**src/design/slcfp_pkg.sv**
```systemverilog
// Shared types, constants and the CRC-8 byte update for the sync/length/CRC-8 frame parser.
// Used by slcfp_ctrl, slcfp_datapath and sync_length_crc8_frame_parser; depends on nothing.
`timescale 1ns / 1ps

package slcfp_pkg;

    // Default payload limit and the sync byte value after reset.
    localparam int          MAX_PAYLOAD_DEF = 60;
    localparam logic [7:0]  SYNC_RESET      = 8'd200;

    // CRC-8 (DVB-S2): polynomial 0xD5, initial value zero, MSB first.
    localparam logic [7:0]  CRC_POLY        = 8'hD5;
    localparam logic [7:0]  CRC_INIT        = 8'h00;

    // Shortest legal length byte: the type byte plus the CRC byte.
    localparam logic [7:0]  MIN_LEN         = 8'd2;

    // Result status codes.
    typedef enum logic [1:0] {
        ST_GOOD    = 2'd0,
        ST_CRC_ERR = 2'd1,
        ST_LEN_ERR = 2'd2
    } t_status;

    // Commands from the controller to the datapath.
    typedef struct packed {
        logic start_frame;   // latch the length byte, clear count and CRC
        logic store_byte;    // write a type or payload byte and update the CRC
        logic load_len_err;  // load a length-error result
        logic load_crc_err;  // load a CRC-error result
        logic rd_start;      // rewind the drain pointer
        logic rd_issue;      // read the store at the drain pointer
        logic load_data;     // load the read byte as a result and advance
    } t_dp_cmd;

    // Status from the datapath to the controller.
    typedef struct packed {
        logic sync_hit;      // input byte equals the sync byte
        logic len_ok;        // input byte is a legal length
        logic body_last;     // the byte being stored is the final body byte
        logic crc_ok;        // input byte equals the running CRC
        logic out_free;      // the output register can take a result
        logic drain_last;    // the byte being released is the last one
    } t_dp_sts;

    // One byte of CRC-8, eight shift steps on an 8-bit value.
    function automatic logic [7:0] crc8_update(input logic [7:0] crc, input logic [7:0] b);
        logic [7:0] c;
        c = crc ^ b;
        for (int k = 0; k < 8; k++) begin
            if (c[7]) begin
                c = {c[6:0], 1'b0} ^ CRC_POLY;
            end else begin
                c = {c[6:0], 1'b0};
            end
        end
        return c;
    endfunction

endpackage

```
**src/design/slcfp_ctrl.sv**
```systemverilog
// Controller state machine of the frame parser: hunt, length, body, CRC and drain phases.
// Depends on slcfp_pkg; drives commands into slcfp_datapath and reads its status.
`timescale 1ns / 1ps

module slcfp_ctrl (
    input  logic              i_clk,
    input  logic              i_rst_n,
    input  logic              i_in_valid,
    output logic              o_in_ready,
    input  slcfp_pkg::t_dp_sts i_sts,
    output slcfp_pkg::t_dp_cmd o_cmd
);
    import slcfp_pkg::*;

    typedef enum logic [5:0] {
        S_HUNT = 6'b000001,
        S_LEN  = 6'b000010,
        S_BODY = 6'b000100,
        S_CRC  = 6'b001000,
        S_READ = 6'b010000,
        S_LOAD = 6'b100000
    } t_state;

    t_state r_state, n_state;
    logic   take;

    // State register.
    always_ff @(posedge i_clk) begin
        if (!i_rst_n) begin
            r_state <= S_HUNT;
        end else begin
            r_state <= n_state;
        end
    end

    // Length and CRC bytes may cause a result, so they wait for a free output slot.
    always_comb begin
        unique case (r_state)
            S_HUNT, S_BODY: o_in_ready = 1'b1;
            S_LEN, S_CRC:   o_in_ready = i_sts.out_free;
            default:        o_in_ready = 1'b0;
        endcase
    end

    assign take = i_in_valid && o_in_ready;

    // Next state and commands.
    always_comb begin
        n_state = r_state;
        o_cmd   = '0;
        unique case (r_state)
            S_HUNT: begin
                if (take && i_sts.sync_hit) begin
                    n_state = S_LEN;
                end
            end
            S_LEN: begin
                if (take) begin
                    if (i_sts.len_ok) begin
                        o_cmd.start_frame = 1'b1;
                        n_state           = S_BODY;
                    end else begin
                        o_cmd.load_len_err = 1'b1;
                        n_state            = S_HUNT;
                    end
                end
            end
            S_BODY: begin
                if (take) begin
                    o_cmd.store_byte = 1'b1;
                    if (i_sts.body_last) begin
                        n_state = S_CRC;
                    end
                end
            end
            S_CRC: begin
                if (take) begin
                    if (i_sts.crc_ok) begin
                        o_cmd.rd_start = 1'b1;
                        n_state        = S_READ;
                    end else begin
                        o_cmd.load_crc_err = 1'b1;
                        n_state            = S_HUNT;
                    end
                end
            end
            S_READ: begin
                o_cmd.rd_issue = 1'b1;
                n_state        = S_LOAD;
            end
            S_LOAD: begin
                if (i_sts.out_free) begin
                    o_cmd.load_data = 1'b1;
                    n_state         = i_sts.drain_last ? S_HUNT : S_READ;
                end
            end
            default: begin
                n_state = S_HUNT;
            end
        endcase
    end

endmodule

```
**src/design/slcfp_datapath.sv**
```systemverilog
// Datapath of the frame parser: sync register, length and count registers, CRC-8,
// frame store memory and the output register. Depends on slcfp_pkg; driven by slcfp_ctrl.
`timescale 1ns / 1ps

module slcfp_datapath #(
    parameter int MAX_PAYLOAD = slcfp_pkg::MAX_PAYLOAD_DEF
) (
    input  logic               i_clk,
    input  logic               i_rst_n,
    input  logic               i_cfg_valid,
    input  logic [7:0]         i_cfg_data,
    input  logic [7:0]         i_rx_byte,
    input  slcfp_pkg::t_dp_cmd i_cmd,
    output slcfp_pkg::t_dp_sts o_sts,
    input  logic               i_out_ready,
    output logic               o_out_valid,
    output logic [7:0]         o_data_byte,
    output logic               o_is_type,
    output logic               o_last,
    output slcfp_pkg::t_status o_status
);
    import slcfp_pkg::*;

    localparam int         STORE_DEPTH = MAX_PAYLOAD + 1;
    localparam int         ADDR_W      = $clog2(STORE_DEPTH);
    localparam int         CNT_W       = $clog2(STORE_DEPTH + 1);
    localparam int         LEN_W       = $clog2(MAX_PAYLOAD + 3);
    localparam logic [7:0] LEN_MAX     = 8'(MAX_PAYLOAD + 2);

    logic [7:0]       r_sync_byte;
    logic [LEN_W-1:0] r_frame_length;
    logic [CNT_W-1:0] r_byte_count;
    logic [7:0]       r_crc;
    logic [CNT_W-1:0] r_rd_cnt;
    logic [7:0]       r_rd_data;
    logic [7:0]       r_mem [STORE_DEPTH];

    logic             r_out_valid;
    logic [7:0]       r_data_byte;
    logic             r_is_type;
    logic             r_last;
    t_status          r_status;

    logic [LEN_W:0]   cnt_plus2;

    // Sync byte register, written from the configuration channel.
    always_ff @(posedge i_clk) begin
        if (!i_rst_n) begin
            r_sync_byte <= SYNC_RESET;
        end else if (i_cfg_valid) begin
            r_sync_byte <= i_cfg_data;
        end
    end

    // Frame length, body count and running CRC.
    always_ff @(posedge i_clk) begin
        if (!i_rst_n) begin
            r_frame_length <= '0;
            r_byte_count   <= '0;
            r_crc          <= CRC_INIT;
        end else if (i_cmd.start_frame) begin
            r_frame_length <= i_rx_byte[LEN_W-1:0];
            r_byte_count   <= '0;
            r_crc          <= CRC_INIT;
        end else if (i_cmd.store_byte) begin
            r_byte_count   <= r_byte_count + CNT_W'(1);
            r_crc          <= crc8_update(r_crc, i_rx_byte);
        end
    end

    // Frame store: one write port at the body count, one registered read port.
    always_ff @(posedge i_clk) begin
        if (i_cmd.store_byte) begin
            r_mem[r_byte_count[ADDR_W-1:0]] <= i_rx_byte;
        end
        if (i_cmd.rd_issue) begin
            r_rd_data <= r_mem[r_rd_cnt[ADDR_W-1:0]];
        end
    end

    // Drain pointer.
    always_ff @(posedge i_clk) begin
        if (!i_rst_n) begin
            r_rd_cnt <= '0;
        end else if (i_cmd.rd_start) begin
            r_rd_cnt <= '0;
        end else if (i_cmd.load_data) begin
            r_rd_cnt <= r_rd_cnt + CNT_W'(1);
        end
    end

    // Output register: valid is control, the fields are payload.
    always_ff @(posedge i_clk) begin
        if (!i_rst_n) begin
            r_out_valid <= 1'b0;
        end else if (i_cmd.load_data || i_cmd.load_len_err || i_cmd.load_crc_err) begin
            r_out_valid <= 1'b1;
        end else if (i_out_ready) begin
            r_out_valid <= 1'b0;
        end
    end

    always_ff @(posedge i_clk) begin
        if (i_cmd.load_data) begin
            r_data_byte <= r_rd_data;
            r_is_type   <= (r_rd_cnt == '0);
            r_last      <= o_sts.drain_last;
            r_status    <= ST_GOOD;
        end else if (i_cmd.load_len_err || i_cmd.load_crc_err) begin
            r_data_byte <= 8'd0;
            r_is_type   <= 1'b0;
            r_last      <= 1'b1;
            r_status    <= i_cmd.load_len_err ? ST_LEN_ERR : ST_CRC_ERR;
        end
    end

    // Status towards the controller.
    assign cnt_plus2 = (LEN_W + 1)'(r_byte_count) + (LEN_W + 1)'(2);

    always_comb begin
        o_sts.sync_hit   = (i_rx_byte == r_sync_byte);
        o_sts.len_ok     = (i_rx_byte >= MIN_LEN) && (i_rx_byte <= LEN_MAX);
        o_sts.body_last  = (cnt_plus2 >= {1'b0, r_frame_length});
        o_sts.crc_ok     = (i_rx_byte == r_crc);
        o_sts.out_free   = !r_out_valid || i_out_ready;
        o_sts.drain_last = ((r_rd_cnt + CNT_W'(1)) == r_byte_count);
    end

    assign o_out_valid = r_out_valid;
    assign o_data_byte = r_data_byte;
    assign o_is_type   = r_is_type;
    assign o_last      = r_last;
    assign o_status    = r_status;

endmodule

```
**src/design/sync_length_crc8_frame_parser.sv**
```systemverilog
// Channel | Dir | Handshake                     | Contents
// s_axis  | in  | s_axis_tvalid / s_axis_tready | tdata[7:0] rx_byte
// m_axis  | out | m_axis_tvalid / m_axis_tready | tdata data_byte, tlast, tuser is_type/status
// cfg     | in  | i_cfg_valid / o_cfg_ready     | i_cfg_data[7:0] sync byte
//
// Sync and body bytes are taken without waiting; length and CRC bytes are taken when the
// output register is free, otherwise they wait for the pending result to be taken.
// After a good CRC each stored byte is read from the frame store by a registered read and
// then loaded into the output register; no input transfer is taken during that drain.
// Reset is synchronous and active low; the frame store needs no clearing pass.
// Top level of the sync/length/CRC-8 frame parser; depends on slcfp_pkg, slcfp_ctrl
// and slcfp_datapath.
`timescale 1ns / 1ps

module sync_length_crc8_frame_parser #(
    parameter int MAX_PAYLOAD = slcfp_pkg::MAX_PAYLOAD_DEF
) (
    input  logic       i_clk,
    input  logic       i_rst_n,
    // Received bytes.
    input  logic       s_axis_tvalid,
    output logic       s_axis_tready,
    input  logic [7:0] s_axis_tdata,   // [7:0] rx_byte
    // Released frame bytes and error results.
    output logic       m_axis_tvalid,
    input  logic       m_axis_tready,
    output logic [7:0] m_axis_tdata,   // [7:0] data_byte
    output logic       m_axis_tlast,
    output logic [2:0] m_axis_tuser,   // [0] is_type, [2:1] status
    // Sync byte register write.
    input  logic       i_cfg_valid,
    output logic       o_cfg_ready,
    input  logic [7:0] i_cfg_data
);
    import slcfp_pkg::*;

    t_dp_cmd cmd;
    t_dp_sts sts;
    logic    is_type;
    t_status status;

    // The register write is always taken at once.
    assign o_cfg_ready = 1'b1;

    slcfp_ctrl u_ctrl (
        .i_clk      (i_clk),
        .i_rst_n    (i_rst_n),
        .i_in_valid (s_axis_tvalid),
        .o_in_ready (s_axis_tready),
        .i_sts      (sts),
        .o_cmd      (cmd)
    );

    slcfp_datapath #(
        .MAX_PAYLOAD (MAX_PAYLOAD)
    ) u_datapath (
        .i_clk       (i_clk),
        .i_rst_n     (i_rst_n),
        .i_cfg_valid (i_cfg_valid),
        .i_cfg_data  (i_cfg_data),
        .i_rx_byte   (s_axis_tdata),
        .i_cmd       (cmd),
        .o_sts       (sts),
        .i_out_ready (m_axis_tready),
        .o_out_valid (m_axis_tvalid),
        .o_data_byte (m_axis_tdata),
        .o_is_type   (is_type),
        .o_last      (m_axis_tlast),
        .o_status    (status)
    );

    // Pack the flag and the status into tuser, lowest field first.
    assign m_axis_tuser = {status, is_type};

endmodule
```
**config.mk**
```make
export PLATFORM = sky130hd
export DESIGN_NAME = sync_length_crc8_frame_parser
export DESIGN_NICKNAME = d
export VERILOG_FILES = /design/src/design/slcfp_pkg.sv /design/src/design/slcfp_ctrl.sv /design/src/design/slcfp_datapath.sv /design/src/design/sync_length_crc8_frame_parser.sv
export SDC_FILE = /design/constraint.sdc
export NUM_CORES = 1
export LEC_CHECK = 0
export BUFFER_PORTS_ARGS = -buffer_cell sky130_fd_sc_hd__buf_4
export CAP_MARGIN = 0
export CORE_MARGIN = 2
export CORE_UTILIZATION = 50
export CTS_BUF_LIST = sky130_fd_sc_hd__clkbuf_4
export DETAILED_ROUTE_END_ITERATION = 7
export MAX_ROUTING_LAYER = met4
export PLACE_DENSITY = 0.76
export SYNTH_ARGS = -nofsm -noshare
export SYNTH_HDL_FRONTEND = slang
export SYNTH_SLANG_ARGS = --single-unit
export TNS_END_PERCENT = 100
```
**constraint.sdc**
```tcl
create_clock -name i_clk -period 2.6 [get_ports i_clk]
set_input_delay 0.26 -clock i_clk [delete_from_list [all_inputs] [get_ports i_clk]]
set_output_delay 0.26 -clock i_clk [all_outputs]
set_load 0.02 [all_outputs]
```
# Yosys cells after proc, flatten, opt, wreduce, memory -nomap -nowiden
# Memory sizes are Yosys's and may differ from the RTL's. A register that Yosys moved wholly into a read port is not among the register bits.
# Index checks and enable logic that the tools add are counted.
dict set report op_classes {
  n_addsub 3
  n_mul 0
  n_div 0
  magnitude_cmp 3
  eq_ne 15
  shift 0
  n_mux 66
  n_bitwise 10
  reduce_logical 16
}
# operator count
set ops {}
lappend ops {{two-way mux 8 bit} 31}
lappend ops {{NOT 5 bit} 8}
lappend ops {{two-way mux 6 bit} 6}
lappend ops {{one-hot mux 6 bit (6 select lines)} 1}
lappend ops {{two-way mux 1 bit} 21}
lappend ops {{equality test 8 bit} 2}
lappend ops {{adder 6 x 1 -> 6 bit (second input constant)} 2}
lappend ops {{two-way mux 5 bit} 2}
lappend ops {{!= test 2 x 1 -> 1 bit (second input constant)} 5}
lappend ops {{greater-or-equal comparator 8 x 2 -> 1 bit (second input constant)} 1}
lappend ops {{less-or-equal comparator 8 x 6 -> 1 bit (second input constant)} 1}
lappend ops {{OR reduction 2 bit} 4}
lappend ops {{XOR 8 bit} 1}
lappend ops {{adder 6 x 2 -> 7 bit (second input constant)} 1}
lappend ops {{greater-or-equal comparator 7 x 6 -> 1 bit} 1}
lappend ops {{equality test 6 x 1 -> 1 bit (second input constant)} 1}
lappend ops {{equality test 6 x 2 -> 1 bit (second input constant)} 1}
lappend ops {{equality test 6 x 3 -> 1 bit (second input constant)} 1}
lappend ops {{equality test 6 x 4 -> 1 bit (second input constant)} 1}
lappend ops {{equality test 6 x 5 -> 1 bit (second input constant)} 1}
lappend ops {{equality test 6 bit} 1}
lappend ops {{equality test 6 bit (second input constant)} 1}
lappend ops {{logical NOT 6 bit} 1}
lappend ops {{two-way mux 2 bit} 3}
lappend ops {{9 further kinds} 15}
dict set report totals {
  ff_bits 53
  latchBits 0
  ramBits 488
  rom_bits 0
  input_bits 21
  out_inout_bits 15
  elab_cells 125
  memories 1
}
# memory words width rd rd_clocked_by_memory_dff wr line_no
set memory_table {}
lappend memory_table {u_datapath.r_mem 61 8 1 1 1 slcfp_datapath.sv:36} ;# logic [7:0] r_mem [STORE_DEPTH];

# Depth between registers and ports, before layout
dict set report logic_depth {
  ltp_word 41
  depth_mapped 10
  mapped_depth_nobuf 9
}

# By module
# A second synthesis with hierarchy kept.
dict set report hier_totals {
  hier_cells 1233
  area_unflattened_um2 22372.7
}
# mod instances cells_per_inst area_each_um2 seq_area_each_um2
set modules_own_cells {}
lappend modules_own_cells {slcfp_datapath 1 1165 21846.0 15935.3}
lappend modules_own_cells {slcfp_ctrl 1 65 508.0 120.1}
lappend modules_own_cells {sync_length_crc8_frame_parser 1 3 18.8 0.0}

# Worst setup path before layout
# OpenSTA, ideal clock, no wires.
dict set report synth_timing {
  path_type {reg-to-reg}
  startpoint {register u_ctrl.r_state[5]}
  endpoint {register u_datapath.r_data_byte[0], in the netlist u_datapath.o_data_byte[0] (enable)}
  setup_time_ns 0.340
  arrival_time_ns 2.020
  t_required_ns 2.260
  slack_ns 0.240
  path_stages_with_launch 6
  path_buffers 1
  cell_sequence {dfxtp_1 or4_4 o32ai_2 and2_2 buf_6 a21o_1}
}
dict set report synth_between {
  elab_chain_cells 8
}
# item line_no
set synth_rtl {}
lappend synth_rtl {{start, declared} slcfp_ctrl.sv:24} ;# t_state r_state, n_state;
lappend synth_rtl {{start signal, assigned} slcfp_ctrl.sv:32} ;# r_state <= n_state;
lappend synth_rtl {{equality test 6 x 2 -> 1 bit, or another cell as far along} slcfp_ctrl.sv:38} ;# unique case (r_state)
lappend synth_rtl {{OR reduction 2 bit} slcfp_ctrl.sv:38}
lappend synth_rtl {{one-hot mux 1 bit (2 select lines) *} slcfp_ctrl.sv:38}
lappend synth_rtl {{net s_axis_tready} sync_length_crc8_frame_parser.sv:22} ;# output logic s_axis_tready,
lappend synth_rtl {{logical AND 1 bit *} slcfp_ctrl.sv:45} ;# assign take = i_in_valid && o_in_ready;
lappend synth_rtl {{two-way mux 1 bit / two-way mux 2 bit (equally long branches)} {slcfp_ctrl.sv:58, slcfp_ctrl.sv:77}}
lappend synth_rtl {{two-way mux 1 bit / two-way mux 2 bit (equally long branches)} slcfp_ctrl.sv:51} ;# unique case (r_state)
lappend synth_rtl {{logical OR 1 bit *} slcfp_datapath.sv:109} ;# end else if (i_cmd.load_len_err || i_cmd.load_crc_err) begin
lappend synth_rtl {{nonzero test 2 bit (no source line) *} n/a}
lappend synth_rtl {{end signal, assigned} slcfp_datapath.sv:105} ;# r_data_byte <= r_rd_data;
lappend synth_rtl {{end, declared} slcfp_datapath.sv:39} ;# logic [7:0] r_data_byte;
# Mark *: on every way through the listed nets, which the timed path passes. The rest lies on a longest branch.
# A chain may end at the register's enable or synchronous reset.

# Worst setup path after layout
dict set report layout_timing {
  startpoint {register u_ctrl.r_state[4]}
  endpoint {output s_axis_tready}
}
dict set report layout_between {
  elab_chain_cells 3
}
# item line_no
set layout_rtl {}
lappend layout_rtl {{equality test 6 x 2 -> 1 bit, or another cell as far along} slcfp_ctrl.sv:38}
lappend layout_rtl {{OR reduction 2 bit} slcfp_ctrl.sv:38}
lappend layout_rtl {{one-hot mux 1 bit (2 select lines) *} slcfp_ctrl.sv:38}
lappend layout_rtl {{end, declared} sync_length_crc8_frame_parser.sv:22}
# Mark *: on every way between the ends. The rest lies on a longest branch, timed or not.

==> out/metrics.cfg <==
[status]
outcome=finished clean

[power]
leakage_nw=8.55
p_per_area_nw_per_um2=680
vdd_ir_drop_max_uv=318

[place]
io_buffers=34
dpl.hpwl_mm=32.2
dp_slack_ns=0.124
place_congestion=0.866
place_area_um2=23900
dp.cells=1860

[sta]
hold_violations=0
setup_viol_count_final=0
rsz0062_at_grt=true
fin_crit_sh=0.979
skew_ns=0.0414
period_minus_slack_ns=2.55
relSlewSlack=0.349
setup_slack_ns=0.0541
tightest_slew_ns=0.969
fmax_mhz=393
timing.hold.ws_ns=0.278
drv_slew=0

[setup_path]
slowest_stage=or4_4
cp_data_required_time_ns=2.34
path_buf_inv=2
timing.critical_path.mode_cell=buf_6
crit_chain=or4_4, o32ai_4, buf_6, buf_6
max_stage_delay_ns=0.56
crit_family=simple AND/OR/NAND/NOR gates
endpoint_kind=primary output
start_kind=flip-flop
worstPathArrival_ns=2.29
criticalPathCategory=flip-flop to primary output
cp_max_fo=2

[cells_and_area]
synthToLayoutAreaGrowth_pct=18.1
drive_gt1_frac=0.353
utilization=0.595
num-nets-final=1482
final_cell_area_um2=26200
stdcell_count=2146

[yosys]
yosys-top-cells-count=edfxtp_1, mux4_2, nor2_1
yosysTopAreaCellShare=0.686
synth_fp_nets=1202
synth_edf_count=506
synth-main-ff-cell=edfxtp_1
synth_cell_types=71
yosysMostFrequentCell=edfxtp_1
yosys_warnings=0
postSynth.asyncResetShare=0
ys_seq_area_frac=0.725
syn_area_per_cell_um2=19.0
netlist_area_um2=22200
ys_ff_latch=549
yosys.area.top_type=edfxtp_1
synth_area_leaders=edfxtp_1, mux4_2, dfxtp_1
syn_inst=1167

[route]
vias=12404
routed_wl_mm=51.6
first_pass_iters=6
drc=0
viasPerCell=5.78
drt-wirelength-per-cell_um=24.1
drtAntennaViolNets=0
drt_iter0_drc=1366

[floorplan]
ios=36
row_count=77
die_h_um=215
die_area_um2=46000
core_um2=43900
die_w_um=215
initial_core_util=0.504

[grt]
grt_usage=0.238
grt_max_degree=64
first_global_vias=12906
antenna_found_initial=4
grt_pass1_wl_mm=78.4
overflow=0

[job]
drv_cap=0

[hold_path]
hold_path_class=primary input to flip-flop

[clocking]
cts_inserted_buffers=139
cts-root-buf=clkbuf_4
clk_pin_slew_ns=0.06
cts_tree=yes
cts_htree_levels=4
cts_sinks=549
insertion_delay_ns=0.85
clk_path_buf_depth=3

## worst paths after layout
| check | startpoint | to | slack (ns) | cells past startpoint |
|---|---|---|---|---|
| min reg2reg | u_datapath.r_frame_length[5] | u_datapath.r_frame_length[5] | 0.47 | 2 |
| max reg2reg | u_datapath.r_rd_cnt[0] | u_datapath.r_rd_data[7] | 0.12 | 5 |
| max | u_ctrl.r_state[4] | s_axis_tready | 0.05 | 4 |
| min | i_rst_n | u_ctrl.r_state[0] | 0.28 | 3 |
## cells by family (layout without fill, tap and decap cells)
group / count (synthesis) / count (layout) / share of synthesized area
AO/OA/AOI/OAI: 91 / 91 / 0.0279
XOR/XNOR: 52 / 52 / 0.0228
adder cells (fa/ha/maj): 14 / 14 / 0.00791
buffers and inverters: 75 / 461 / 0.0163
flip-flops: 549 / 549 / 0.725
multiplexers: 169 / 169 / 0.154
other: 1 / 2 / 0.000169
AND/OR/NAND/NOR: 216 / 216 / 0.0464
## per-stage QoR
stage          power (W)  setup TNS [ns]
3_3_place_gp      0.0105               0
6_report          0.0178               0
5_1_grt           0.0185         -0.0355
2_1_floorplan     0.0102               0
4_1_cts           0.0180         -0.0475
3_5_place_dp      0.0105               0
## metal layers
layer	GRT usage	wire, um
met4	0.108	1690
met3	0.0479	4300
met1	0.298	19700
met2	0.378	26000
met5	-	0
## area by class of cell
| cell class | instances | area, um^2 |
|---|---|---|
| diodes | 1 | 2.50 |
| clock buffers | 189 | 1420 |
| clock inverters | 58 | 390 |
| fillers | 3198 | 17800 |
| inverters | 16 | 60.1 |
| multi-input cells | 543 | 5770 |
| flip-flops and latches | 549 | 16100 |
| well taps | 592 | 741 |
| repair buffers | 198 | 1700 |
## worst reg2reg max path, stage by stage (launching register included)
cell     delay [ns]
dfxtp_4        0.45
buf_12         0.26
mux4_2         0.58
mux4_2         0.53
mux2i_1        0.24
a22oi_1        0.15
## flip-flops by register name, indices dropped and copies added (netlist names), 6 cells and up
signal                     count
u_datapath.r_mem             488
u_datapath.o_data_byte         8
u_datapath.r_sync_byte         8
u_datapath.r_crc               8
u_ctrl.r_state                 6
u_datapath.r_rd_data           8
u_datapath.r_byte_count        6
u_datapath.r_frame_length      6
u_datapath.r_rd_cnt            6
## cells in the final DEF (no fill, tap or decap), types with 4 or more instances in the layout
| cell type | n |
|---|---|
| edfxtp_1 | 506 |
| clkbuf_4 | 189 |
| buf_4 | 151 |
| mux4_2 | 137 |
| nor2_1 | 103 |
| nand2_1 | 39 |
| dlygate4sd3_1 | 36 |
| dfxtp_1 | 36 |
| clkinv_1 | 35 |
| mux2i_1 | 29 |
| xnor2_1 | 27 |
| a21oi_1 | 24 |
| xor2_1 | 21 |
| inv_1 | 16 |
| nand3_1 | 16 |
| o21ai_0 | 14 |
| ha_1 | 14 |
| and2_1 | 11 |
| a22oi_1 | 8 |
| clkinv_2 | 8 |
| buf_12 | 8 |
| o211ai_1 | 6 |
| o22ai_1 | 6 |
| or2_2 | 6 |
| bufinv_16 | 5 |
| nand3b_1 | 4 |
| nand4_1 | 4 |
| dfxtp_2 | 4 |
## report_power, final
| part | internal [W] | total [W] | switching, W |
|---|---|---|---|
| Clock | 0.00391 | 0.00733 | 0.00342 |
| Sequential | 0.00966 | 0.00969 | 0.0000361 |
| Combinational | 0.000315 | 0.000761 | 0.000446 |
## repair_timing
item                       in CTS  in global routing
setup endpoints to repair       2                325
hold buffers                   36                  0
gates resized for setup         8                  5
setup buffers                   2                  0
pin swaps                       2                  1
hold endpoints to repair       88                  0
Power figures use the tool's default switching activity.
